### src/rtl/core/wsm_ram.sv
module wsm_ram #(
	parameter int WIDTH = 8,
	parameter int DEPTH = 256,
	parameter int IDX_W = (DEPTH > 1) ? $clog2(DEPTH) : 1
) (
	input  logic             clk,
	input  logic             we,
	input  logic [IDX_W-1:0] wr_idx,
	input  logic [WIDTH-1:0] wr_data,
	input  logic             re,
	input  logic [IDX_W-1:0] rd_idx,
	output logic [WIDTH-1:0] rd_data
);

	logic [WIDTH-1:0] mem [DEPTH];
	logic [WIDTH-1:0] rd_data_q;

	// One write port and one read port; read data is registered.
	always_ff @(posedge clk) begin
		if (we) begin
			mem[wr_idx] <= wr_data;
		end
		if (re) begin
			rd_data_q <= mem[rd_idx];
		end
	end

	assign rd_data = rd_data_q;

endmodule

### config.mk
export PLATFORM = sky130hd
export DESIGN_NAME = wsm_ram
export DESIGN_NICKNAME = d
export VERILOG_FILES = /design/src/rtl/core/wsm_ram.sv
export SDC_FILE = /design/constraint.sdc
export NUM_CORES = 2
export LEC_CHECK = 0
export ABC_CLOCK_PERIOD_IN_PS = 2500
export BUFFER_PORTS_ARGS = -buffer_cell sky130_fd_sc_hd__buf_2
export CELL_PAD_IN_SITES_DETAIL_PLACEMENT = 0
export CELL_PAD_IN_SITES_GLOBAL_PLACEMENT = 1
export CORE_MARGIN = 2
export CORE_UTILIZATION = 56
export CTS_CLUSTER_DIAMETER = 50
export DETAILED_ROUTE_END_ITERATION = 16
export GPL_TIMING_DRIVEN = 0
export PLACE_DENSITY_LB_ADDON = 0.05
export SETUP_SLACK_MARGIN = 0.2
export SYNTH_ARGS = -nofsm -noshare
export SYNTH_HDL_FRONTEND = slang
export SYNTH_SLANG_ARGS = --single-unit
### constraint.sdc
create_clock -name clk -period 2.5 [get_ports clk]
set_input_delay 0.25 -clock clk [delete_from_list [all_inputs] [get_ports clk]]
set_output_delay 0.25 -clock clk [all_outputs]
set_load 0.01 [all_outputs]
Yosys cells after proc, flatten, opt, wreduce, memory -nomap -nowiden
Memory sizes are Yosys's and may differ from the RTL's. A register that Yosys moved wholly into a read port is not among the register bits.
Index checks and enable logic that the tools add are counted.

storage, ports and cells
  register bits after elaboration = 0
  RAM bits = 2048
  word-level logic and storage cells = 3
  memories = 1

memory list
  memory  depth  width  read ports  clocked after Yosys merged registers in  write ports  line  text
  mem     256    8      1           1                                        1            15    logic [WIDTH-1:0] mem [DEPTH];

cells by class
  mux-type cells = 2

operators by type and width
  kind              number
  2-to-1 mux 1 bit  2

Depth between registers and ports, before layout
  word-level depth = 2
  mapped depth = 11
  mapped depth without buffers = 6

Worst setup path before layout
OpenSTA, ideal clock, no wires.

  kind = input port to flip-flop
  start point = input rd_idx[0]
  end point = register rd_data_q[2] (netlist: rd_data[2]) (read register of mem), data pin
  data arrival time = 2.057 ns
  setup slack = 0.174 ns
  setup time = 0.269 ns
  stages = 9
  required time = 2.231 ns
  path through = buf_6 -> buf_12 -> buf_8 -> buf_2 -> mux4_2 -> a22oi_1 -> a21oi_1 -> nor4_1 -> nor4_2

RTL lines
  element          line  text
  start, declared  11    input logic [IDX_W-1:0] rd_idx,
  end, declared    16    logic [WIDTH-1:0] rd_data_q;

==> impl_metrics.csv <==
group,metric,value,unit
global_routing,grt_overflow,0,
power_and_ir_drop,clockPowerShare,0.425,
floorplanning,num_rows,138,
global_routing,grt_start_max_net_pins,163,
worst_setup_path,crit_type,"input pin to register",
sta,clock-skew-final,0.0160,ns
worst_setup_path,cp-end-kind,"register",
synthesis,syn_nets,3760,
finish,final_common_cell,"edfxtp_1",
worst_setup_path,rrSetupSlack,-0.14,ns
drt,route.detailed.wl_per_inst,40.3,um
global_routing,grt_usage,0.339,
worst_setup_path,r2r_start,"mem[82][0]$_DFFE_PP_",
floorplanning,initial_core_util,0.563,
power_and_ir_drop,p_comb_frac,0.061,
clock_network,tritoncts,"done",
place,hpwlAfterDp,162000,um
synthesis,synthCells,3733,
power_and_ir_drop,p_sw_frac,0.221,
synthesis,postSynth.asyncResetShare,0,
power_and_ir_drop,ir_worst_vdd,772,uV
sta,fin_crit,2.69,ns
finish,drive_gt1_frac,0.312,
worst_setup_path,worstRegToRegCells,5,
sta,slew_headroom,0.0841,
power_and_ir_drop,switching_power,16.3,mW
synthesis,synth-simple-area-share,0.0263,
synthesis,synthAdderAreaFrac,0,
sta,post-route-period-util,1.08,
synthesis,synthMuxAreaShare,0.146,
synthesis,synth_edf_count,2056,
synthesis,syn-mean-instance-area,21.3,um^2
worst_setup_path,critPathSlowestCell,"nor4_4",
drt,routed_via_density,6.89,
worst_setup_path,path_max_fanout,10,
worst_setup_path,startpoint,"rd_idx[1]",
power_and_ir_drop,leakage,28.2,nW
sta,worst_pin_slew,1.37,ns
hold_path,hold_depth,1,
global_routing,grt_first_pass_wirelength,332000,um
sta,finalSetupViolCount,8,
clock_network,clkTransAtPathRegs,0.06,ns
synthesis,synth_area,79600,um^2
floorplanning,die_w,381,um
worst_setup_path,worstReg2RegEnd,"rd_data[0]$_DFFE_PP_",
synthesis,synth_compound_area_frac,0.0342,
synthesis,yosysSeqAreaShare,0.775,
clock_network,cts-htree-levels,4,
drt,totalWireLength,245000,um
place,gp_congestion,0.964,
sta,hold_viol,0,
clock_network,root_buffer,"clkbuf_16",
drt,drt_iter0_markers,6439,
power_and_ir_drop,pwr_density_cell,805,nW/um^2
clock_network,cts_buffer_depth,3,
synthesis,synth_top_family_by_area,"multiplexers",
place,port_buffers,27,
worst_setup_path,endpoint,"rd_data[0]$_DFFE_PP_",
worst_setup_path,slowest_delay,0.66,ns
sta,fmax,0.372,GHz
clock_network,cts.sinks,2056,
sta,setup_ws,-0.188,ns
clock_network,clk_latency,0.83,ns
power_and_ir_drop,p_int,57.6,mW
status,violations,"negative setup slack",
run,max_cap_violations,0,
place,place_ws,-2.83,ns
finish,fin_nets,4025,
sta,report.final.slew_viol_count,0,
floorplanning,die_y,381,um
sta,rsz0062_at_grt,"true",
sta,finalSetupTns,-0.816,ns
drt,vias,41800,
worst_setup_path,crit_arrival,3.23,ns
global_routing,antenna_found_initial,12,
finish,fillers,9318,
drt,drc_errors,0,
floorplanning,fp.coreArea,141000,um^2
synthesis,synth_xor_area_frac,0,
synthesis,synthFlopType,"edfxtp_1",
hold_path,hp-class,"input pin to register",
status,run_status,"complete, but fails checks",
power_and_ir_drop,power,73.9,mW
clock_network,cts-buffers-inserted,208,
power_and_ir_drop,seq_power_share,0.515,
floorplanning,die-area,145000,um^2
worst_setup_path,startpoint_type,"input pin",
worst_setup_path,crit_required,3.04,ns
drt,first_pass_iters,6,
synthesis,ys_ff_latch,2056,
finish,area_growth,15.4,%
global_routing,grt_pass1_vias,41200,
synthesis,synth_cell_types,54,
drt,ant_nets,0,
synthesis,yosys_warnings,0,
floorplanning,io_pins,35,
worst_setup_path,crit_chain,"buf_2 > buf_4 > buf_4 > buf_2 > mux4_2 > o22ai_1 > nor3_1 > nor4_4 > nor4_4",
finish,final_cell_mix,"edfxtp_1, mux4_2, clkbuf_16",
finish,post-route-util,0.650,
## synth_stat cells (13+ instances only)
master / instances / share of area
a221oi_1: 13 / 0.0014
nor4_1: 24 / 0.0019
nor2b_1: 31 / 0.0024
nor3_1: 22 / 0.0014
buf_1: 22 / 0.0010
nand3_1: 34 / 0.0021
nand2_1: 33 / 0.0016
nor2_1: 282 / 0.013
a211oi_1: 16 / 0.0015
mux4_2: 454 / 0.13
buf_4: 27 / 0.0025
mux2i_1: 134 / 0.017
buf_8: 13 / 0.0025
o221ai_1: 46 / 0.0051
buf_6: 21 / 0.0030
o22ai_1: 28 / 0.0022
a21oi_1: 96 / 0.0060
a22oi_1: 133 / 0.013
clkbuf_1: 111 / 0.0052
edfxtp_1: 2056 / 0.78
buf_2: 31 / 0.0019
## worst min-delay path by stage
stage | start | end | slack [ns]
6_report | wr_data[4] | mem[67][4]$_DFFE_PP_ | 0.02
5_1_grt | wr_data[4] | mem[67][4]$_DFFE_PP_ | 0.06
3_3_place_gp | re | rd_data[4]$_DFFE_PP_ | 0.59
2_1_floorplan | wr_data[0] | mem[0][0]$_DFFE_PP_ | 0.35
3_5_place_dp | re | rd_data[4]$_DFFE_PP_ | 0.61
4_1_cts | wr_data[4] | mem[67][4]$_DFFE_PP_ | 0.03
## logic make-up after synthesis
logic type | Yosys count
compound gates | 385
simple gates | 466
buf+inv | 235
flops | 2056
mux | 591
## flip-flops by register name (all words and copies together) (netlist names)
signal   count
mem       2048
rd_data      8
## layout make-up
type	instances	area [um^2]	area share
clock buffers	257	5430	0.0591
inverters	2	11.3	0.000123
repair buffers	56	628	0.00684
flip-flops and latches	2056	61700	0.672
clock inverters	128	1440	0.0157
diodes	3	7.51	0.0000817
plain buffers	232	1930	0.0210
well taps	1890	2360	0.0257
multi-input cells	1442	18300	0.199
## critical path: cells and delay by family
kind,cells,cell delay [ns]
and+or+nand+nor,3,0.99
buffers and inverters,4,1.28
AOI/OAI and AO/OA,1,0.23
muxes,1,0.44
## repair_timing
| item | in CTS | in global routing |
|---|---|---|
| hold endpoints to repair | 342 | 0 |
| buffers inserted | 7 | 2 |
| endpoints found under the setup margin | 1296 | 941 |
| resized for setup | 505 | 138 |
| cloned | 0 | 0 |
| hold buffers | 8 | 0 |
| pin swaps | 28 | 13 |
## stage by stage
stage / hold WS (ns) / instances / instance area (um^2)
after floorplan: 0.349 / 3733 / 79700
after global placement: 0.585 / 5650 / 82200
after detailed placement: 0.613 / 5662 / 82500
after CTS: 0.0325 / 6061 / 91300
after global routing: 0.0565 / 6063 / 91900
final: 0.0164 / 6066 / 91900
## power groups by stage
| stage | Combinational, mW | Clock [mW] | Sequential (mW) |
|---|---|---|---|
| CTS | 4.34 | 31.5 | 38.0 |
| global route | 4.55 | 32.8 | 38.0 |
| finish | 4.49 | 31.4 | 38.0 |
| floorplan | 1.85 | 0 | 38.8 |
| global placement | 3.87 | 0 | 38.9 |
| detailed placement | 4.01 | 0 | 38.8 |
## per-layer routing
layer / track usage / share of wire / vias to the layer above
met1: 0.475 / 0.38 / 22300
met3: 0.0802 / 0.11 / 459
met2: 0.509 / 0.46 / 2812
li1: - / - / 16300
met5: 0.00694 / 0.00073 / -
met4: 0.161 / 0.052 / 10
Power figures use the tool's default switching activity.
