**src/rtl/core/wsm_pkg.sv**
```systemverilog
package wsm_pkg;

	// Field widths of one input item and one result item.
	localparam int ACTION_W  = 2;
	localparam int ADDR_W    = 16;
	localparam int SAMPLE_W  = 8;
	localparam int CHAN_W    = 2;
	localparam int STEP_W    = 16;
	localparam int VOL_W     = 7;
	localparam int LEN_W     = 17;
	localparam int MASK_W    = 4;
	localparam int OUT_W     = 8;
	localparam int MIX_SHIFT = 8;

	// Integer part of an advanced position: one bit more than a byte length.
	localparam int DIV_W = LEN_W + 1;

	// Defaults for the top-level parameters.
	localparam int CHANNELS_DEF  = 4;
	localparam int MEM_BYTES_DEF = 65536;
	localparam int FRAC_BITS_DEF = 12;

	typedef enum logic [ACTION_W-1:0] {
		ACT_WRITE  = 2'd0,
		ACT_START  = 2'd1,
		ACT_VOLUME = 2'd2,
		ACT_MIX    = 2'd3
	} action_t;

	// Per-channel settings stored by a start item.
	typedef struct packed {
		logic [ADDR_W-1:0] start;
		logic [STEP_W-1:0] step;
		logic [LEN_W-1:0]  play_end;
		logic [LEN_W-1:0]  loop_len;
	} chan_cfg_t;

	// Request to the loop wrap remainder unit.
	typedef struct packed {
		logic             start;
		logic [DIV_W-1:0] dividend;
		logic [LEN_W-1:0] divisor;
	} div_req_t;

	// Answer of the loop wrap remainder unit.
	typedef struct packed {
		logic             done;
		logic [LEN_W-1:0] rem;
	} div_rsp_t;

endpackage

```
**src/rtl/core/wsm_wrap_div.sv**
```systemverilog
module wsm_wrap_div (
	input  logic              clk,
	input  logic              arst_n,
	input  wsm_pkg::div_req_t req,
	output wsm_pkg::div_rsp_t rsp
);
	import wsm_pkg::*;

	localparam int CNT_W = $clog2(DIV_W);

	logic             busy_q;
	logic             done_q;
	logic [CNT_W-1:0] cnt_q;
	logic [DIV_W-1:0] dvd_q;
	logic [LEN_W-1:0] dsr_q;
	logic [LEN_W-1:0] rem_q;
	logic [LEN_W:0]   trial;
	logic [LEN_W:0]   diff;
	logic [LEN_W-1:0] rem_nxt;

	// Restoring remainder step: bring down one dividend bit, subtract if it fits.
	always_comb begin
		trial = {rem_q, dvd_q[DIV_W-1]};
		diff  = trial - {1'b0, dsr_q};
		if (trial >= {1'b0, dsr_q}) begin
			rem_nxt = diff[LEN_W-1:0];
		end else begin
			rem_nxt = trial[LEN_W-1:0];
		end
	end

	// One quotient bit per cycle; done pulses once the last bit is processed.
	always_ff @(posedge clk or negedge arst_n) begin
		if (!arst_n) begin
			busy_q <= 1'b0;
			done_q <= 1'b0;
			cnt_q  <= '0;
			dvd_q  <= '0;
			dsr_q  <= '0;
			rem_q  <= '0;
		end else begin
			done_q <= 1'b0;
			if (req.start) begin
				busy_q <= 1'b1;
				cnt_q  <= CNT_W'(DIV_W - 1);
				dvd_q  <= req.dividend;
				dsr_q  <= req.divisor;
				rem_q  <= '0;
			end else if (busy_q) begin
				rem_q <= rem_nxt;
				dvd_q <= {dvd_q[DIV_W-2:0], 1'b0};
				cnt_q <= cnt_q - 1'b1;
				if (cnt_q == '0) begin
					busy_q <= 1'b0;
					done_q <= 1'b1;
				end
			end
		end
	end

	assign rsp.done = done_q;
	assign rsp.rem  = rem_q;

endmodule
```
**config.mk**
```make
export PLATFORM = sky130hd
export DESIGN_NAME = wsm_wrap_div
export DESIGN_NICKNAME = d
export VERILOG_FILES = /design/src/rtl/core/wsm_pkg.sv /design/src/rtl/core/wsm_wrap_div.sv
export SDC_FILE = /design/constraint.sdc
export NUM_CORES = 1
export LEC_CHECK = 0
export ABC_AREA = 1
export BUFFER_PORTS_ARGS = -buffer_cell sky130_fd_sc_hd__buf_2
export CAP_MARGIN = 25
export CORE_MARGIN = 2
export CORE_UTILIZATION = 60
export CTS_CLUSTER_DIAMETER = 150
export DETAILED_ROUTE_END_ITERATION = 10
export HOLD_SLACK_MARGIN = 0.03
export PLACE_DENSITY = 0.83
export SYNTH_ARGS = -nofsm -noshare
export SYNTH_HDL_FRONTEND = slang
export SYNTH_SLANG_ARGS = --single-unit
```
**constraint.sdc**
```tcl
create_clock -name clk -period 5.7 [get_ports clk]
set_input_delay 0.285 -clock clk [delete_from_list [all_inputs] [get_ports clk]]
set_output_delay 0.285 -clock clk [all_outputs]
set_load 0.005 [all_outputs]
```
# Word-level counts from Yosys, hierarchy flattened
# Cells that the tools add are included.
op_classes:
  magnitude_cmp: 1
  reduce_logical: 2
  add_sub_neg: 2
  n_mux: 13
ops:
  columns: ["cell", "count"]
  rows:
  - ["$mux W17", 3]
  - ["$mux W18", 2]
  - ["$ge A18 B17 Y1", 1]
  - ["$sub A17 B17 Y17", 1]
  - ["$mux W5", 2]
  - ["$mux W1", 6]
  - ["$logic_not A5 Y1", 1]
  - ["$sub A5 B1 Y5 const B", 1]
  - ["$reduce_bool A2 Y1", 1]
word_totals:
  output_inout_bits: 18
  ff_bits: 59
  in_bits: 38

# Longest topological paths before layout
logic_depth:
  ltp_word: 4
  depth_mapped: 14

# Least setup slack after synthesis
# Ideal clock, no wire load.
synth_timing:
  kind: "reg2reg"
  start: "reg dvd_q[17]"
  end: "reg rem_q[7]"
  setup_slack_ns: 3.838
  setup_ns: 0.129
  path_stages_with_launch: 13
  arrival_ns: 1.733
  required_ns: 5.571
  cell_sequence: "dfrtp_1 inv_1 ha_1 fa_1 inv_1 nand3_1 nand3_2 nand2_4 nand2_4 buf_12 nand2_2 nand3_1 o21ai_1"
synth_via:
  elab_chain_cells: 4
  word_cells_on_any_way: 5
  classes_between: "add/sub (1); order compare (1); mux (3)"
synth_lines:
  columns: ["element", "line", "rtl"]
  rows:
  - ["from (decl)", "wsm_wrap_div.sv:14", "logic [DIV_W-1:0] dvd_q;"]
  - ["from (signal assigned)", "wsm_wrap_div.sv:46", "dvd_q <= req.dividend;"]
  - ["from (signal assigned)", "wsm_wrap_div.sv:51", "dvd_q <= {dvd_q[DIV_W-2:0], 1'b0};"]
  - ["$sub A17 B17 Y17 / $ge A18 B17 Y1 (equally long branches)", "wsm_wrap_div.sv:24, wsm_wrap_div.sv:25", null]
  - ["$mux W17 (*)", "wsm_wrap_div.sv:25", "if (trial >= {1'b0, dsr_q}) begin"]
  - ["$mux W17 (*)", "wsm_wrap_div.sv:49", "end else if (busy_q) begin"]
  - ["$mux W17 (*)", "wsm_wrap_div.sv:43", "if (req.start) begin"]
  - ["to (signal assigned)", "wsm_wrap_div.sv:50", "rem_q <= rem_nxt;"]
  - ["to (decl)", "wsm_wrap_div.sv:16", "logic [LEN_W-1:0] rem_q;"]
# Every way passes the cells marked *; elsewhere a longest branch is shown, timed or not. The select of a mux whose other input is x is not followed.
# A chain may end at the register's enable or synchronous reset.

# Worst setup path after layout
layout_timing:
  start: "in req[35] (netlist bit)"
  end: "reg dvd_q[4]"
layout_via:
  elab_chain_cells: 1
  word_cells_on_any_way: 2
  classes_between: "mux (1); reduce/logical (1)"
layout_lines:
  columns: ["element", "line", "rtl"]
  rows:
  - ["from (decl)", "wsm_wrap_div.sv:4", "input wsm_pkg::div_req_t req,"]
  - ["$mux W18 / $reduce_bool A2 Y1 (equally long branches)", null, null]
# Parallel ways exist; a longest one is shown, timed or not.

==> flow_summary.ini <==
[global_routing]
grt_pass1_vias = 3273
grt_max_degree = 60
grt_pass1_wl_microns = 14500
overflow = 0
antenna_found_initial = 0
track_usage = 0.256

[pwr]
peakVddDrop_v = 0.000225
powerDensity_nw_per_um2 = 430
p_leak_nw = 2.49
report.power.total_mw = 1.87

[finish]
nFillCells = 525
layout_commonest_cell = nand2_1
nets = 633
mostFrequentLayoutCells = nand2_1, inv_1, dfrtp_1, buf_2, nand3_1
drive_above_1_share = 0.185
synthToLayoutAreaGrowth_pct = 12.5
antenna_cells = 0
final-instance-count-excl-fill = 656

[placement]
dp_worst_setup_slack_ns = 2.84
dp_cells = 641
io_buffers = 55
place.gp.congestion = 0.894
post-dp-hpwl_microns = 6000

[setup_path]
cp_data_required_time_ns = 5.93
cp_max_fo = 57
cp-end-kind = register
criticalPathCategory = in -> reg
setup.worst_path.start_class = primary input
worstPathArrival_ns = 2.77
cp-startpoint = req[35]
r2r_start = busy_q$_DFF_PN0_

[sta]
hold_ws_ns = 0.0748
setup_slack_ns = 3.17
slew_viol_final = 0
period_needed_ns = 2.53
fin_crit_sh = 0.445
setup_viol = 0
fin_skew_ns = 0.0112
tightest_slew_ns = 0.950
max_freq_ghz = 0.395
slew_headroom = 0.366
final_hold_viol_count = 0
fin_tns_setup_ns = 0
grt_setup_unrepaired = no

[die]
dieArea_sq_um = 7090
rows = 29
start_util = 0.615
die_h_microns = 84.2
ios = 56
dieWidth_microns = 84.2
core_sq_um = 6280

[flow_run]
max_cap_violations = 0

[clock_network]
numCtsBuffers = 9
numClockSinks = 59
htree_levels = 3
cts_resized = 0
cts_buffer_depth = 2
cts_setup_buffers = 0
cts_hold_buf = 0
insertion_delay_ns = 0.35
clk_pin_slew_worst_paths_ns = 0.07
cts_tree = built
root_buffer = clkbuf_8

[synth]
ys_seq_area_frac = 0.383
synth.distinct_cells = 35
syn_nets = 582
syn_inst = 524
yosys_register_bits = 59
syn_area_sq_um = 3860
ys_warn_count = 0
syn-mean-instance-area_sq_um = 7.36

[routing]
wl_per_cell_microns = 13.0
vias_per_cell = 5.22
wl_microns = 8550
antenna_left = 0
drt_iter0_drc = 239
vias = 3422
drcViolationCount = 0
dr.pass1.iters = 4

[hold_path]
hold_class = in -> async

[run_status]
status = finished clean
flip-flops by register name, indices dropped and copies added, names as in the netlist:
register,flops
busy_q,1
dvd_q,18
rem_q,17
cnt_q,5
dsr_q,17
done_q,1
logic make-up after synthesis:
| group | count (synthesis) | share of synthesized area |
|---|---|---|
| AO/OA/AOI/OAI | 61 | 0.0970 |
| buffers and inverters | 121 | 0.128 |
| flip-flops | 59 | 0.383 |
| AND/OR/NAND/NOR | 256 | 0.310 |
| XOR/XNOR | 7 | 0.0159 |
| adder cells (fa/ha/maj) | 20 | 0.0668 |
worst max-delay path, stage by stage:
cell and delay (ns):
buf_2 0.38, nor2_1 0.70, clkinv_1 0.89, o221ai_1 0.48
metrics by stage:
| stage | util | area, sq um |
|---|---|---|
| 6_report | 0.691 | 4340 |
| 3_3_place_gp | 0.659 | 4140 |
| 2_1_floorplan | - | 3860 |
| 3_5_place_dp | 0.659 | 4140 |
| 4_1_cts | 0.691 | 4340 |
| 5_1_grt | 0.691 | 4340 |
Yosys cell counts (all sizes together):
cell    number  area, sq um
a21oi       13         65.1
inv        103          387
o21ai       30          154
fa           1         20.0
dfrtp       59         1480
nor3         4         31.3
xnor2        4         35.0
o221ai      17          149
buf          7         55.1
and3         1         6.26
clkinv       2         7.51
o22ai        1         6.26
or2          2         12.5
nand2      167          667
clkbuf       9         43.8
nand3b       5         37.5
nand4        3         18.8
nor2        26          115
ha          19          238
nand3       47          300
and2         1         6.26
xor2         3         26.3
final cells by class:
type                    instances  area, sq um  share of cell area
well taps                      77         96.3              0.0222
repair buffers                 56          283              0.0652
flip-flops and latches         59         1480               0.340
clock inverters                 4         50.0              0.0115
multi-input cells             344         1890               0.435
clock buffers                  11          151              0.0349
inverters                     105          394              0.0908
worst paths after layout:
path	cells after the start	slack (ns)	to
min	2	0.07	rem_q[12]$_DFFE_PN0P_
max in group asynchronous	2	5.14	dvd_q[4]$_DFFE_PN0P_
max reg2reg	3	3.22	dvd_q[4]$_DFFE_PN0P_
min reg2reg	1	0.49	cnt_q[2]$_DFFE_PN0P_
min in group clk	3	0.14	dsr_q[3]$_DFFE_PN0P_
max	4	3.17	dvd_q[4]$_DFFE_PN0P_
layer usage:
layer | vias up | wire length, microns | global-route usage
met5 | - | 0 | 0
met3 | 19 | 316 | 0.0413
li1 | 1745 | - | -
met4 | 0 | 230 | 0.113
met2 | 77 | 4120 | 0.428
met1 | 1581 | 3880 | 0.329
power by group:
| part | switching [mW] | total (mW) | internal [mW] |
|---|---|---|---|
| logic | 0.582 | 0.921 | 0.340 |
| clock network | 0.176 | 0.399 | 0.222 |
| registers | 0.0544 | 0.545 | 0.491 |
| total | 0.812 | 1.87 | 1.05 |
Power figures use the tool's default switching activity.
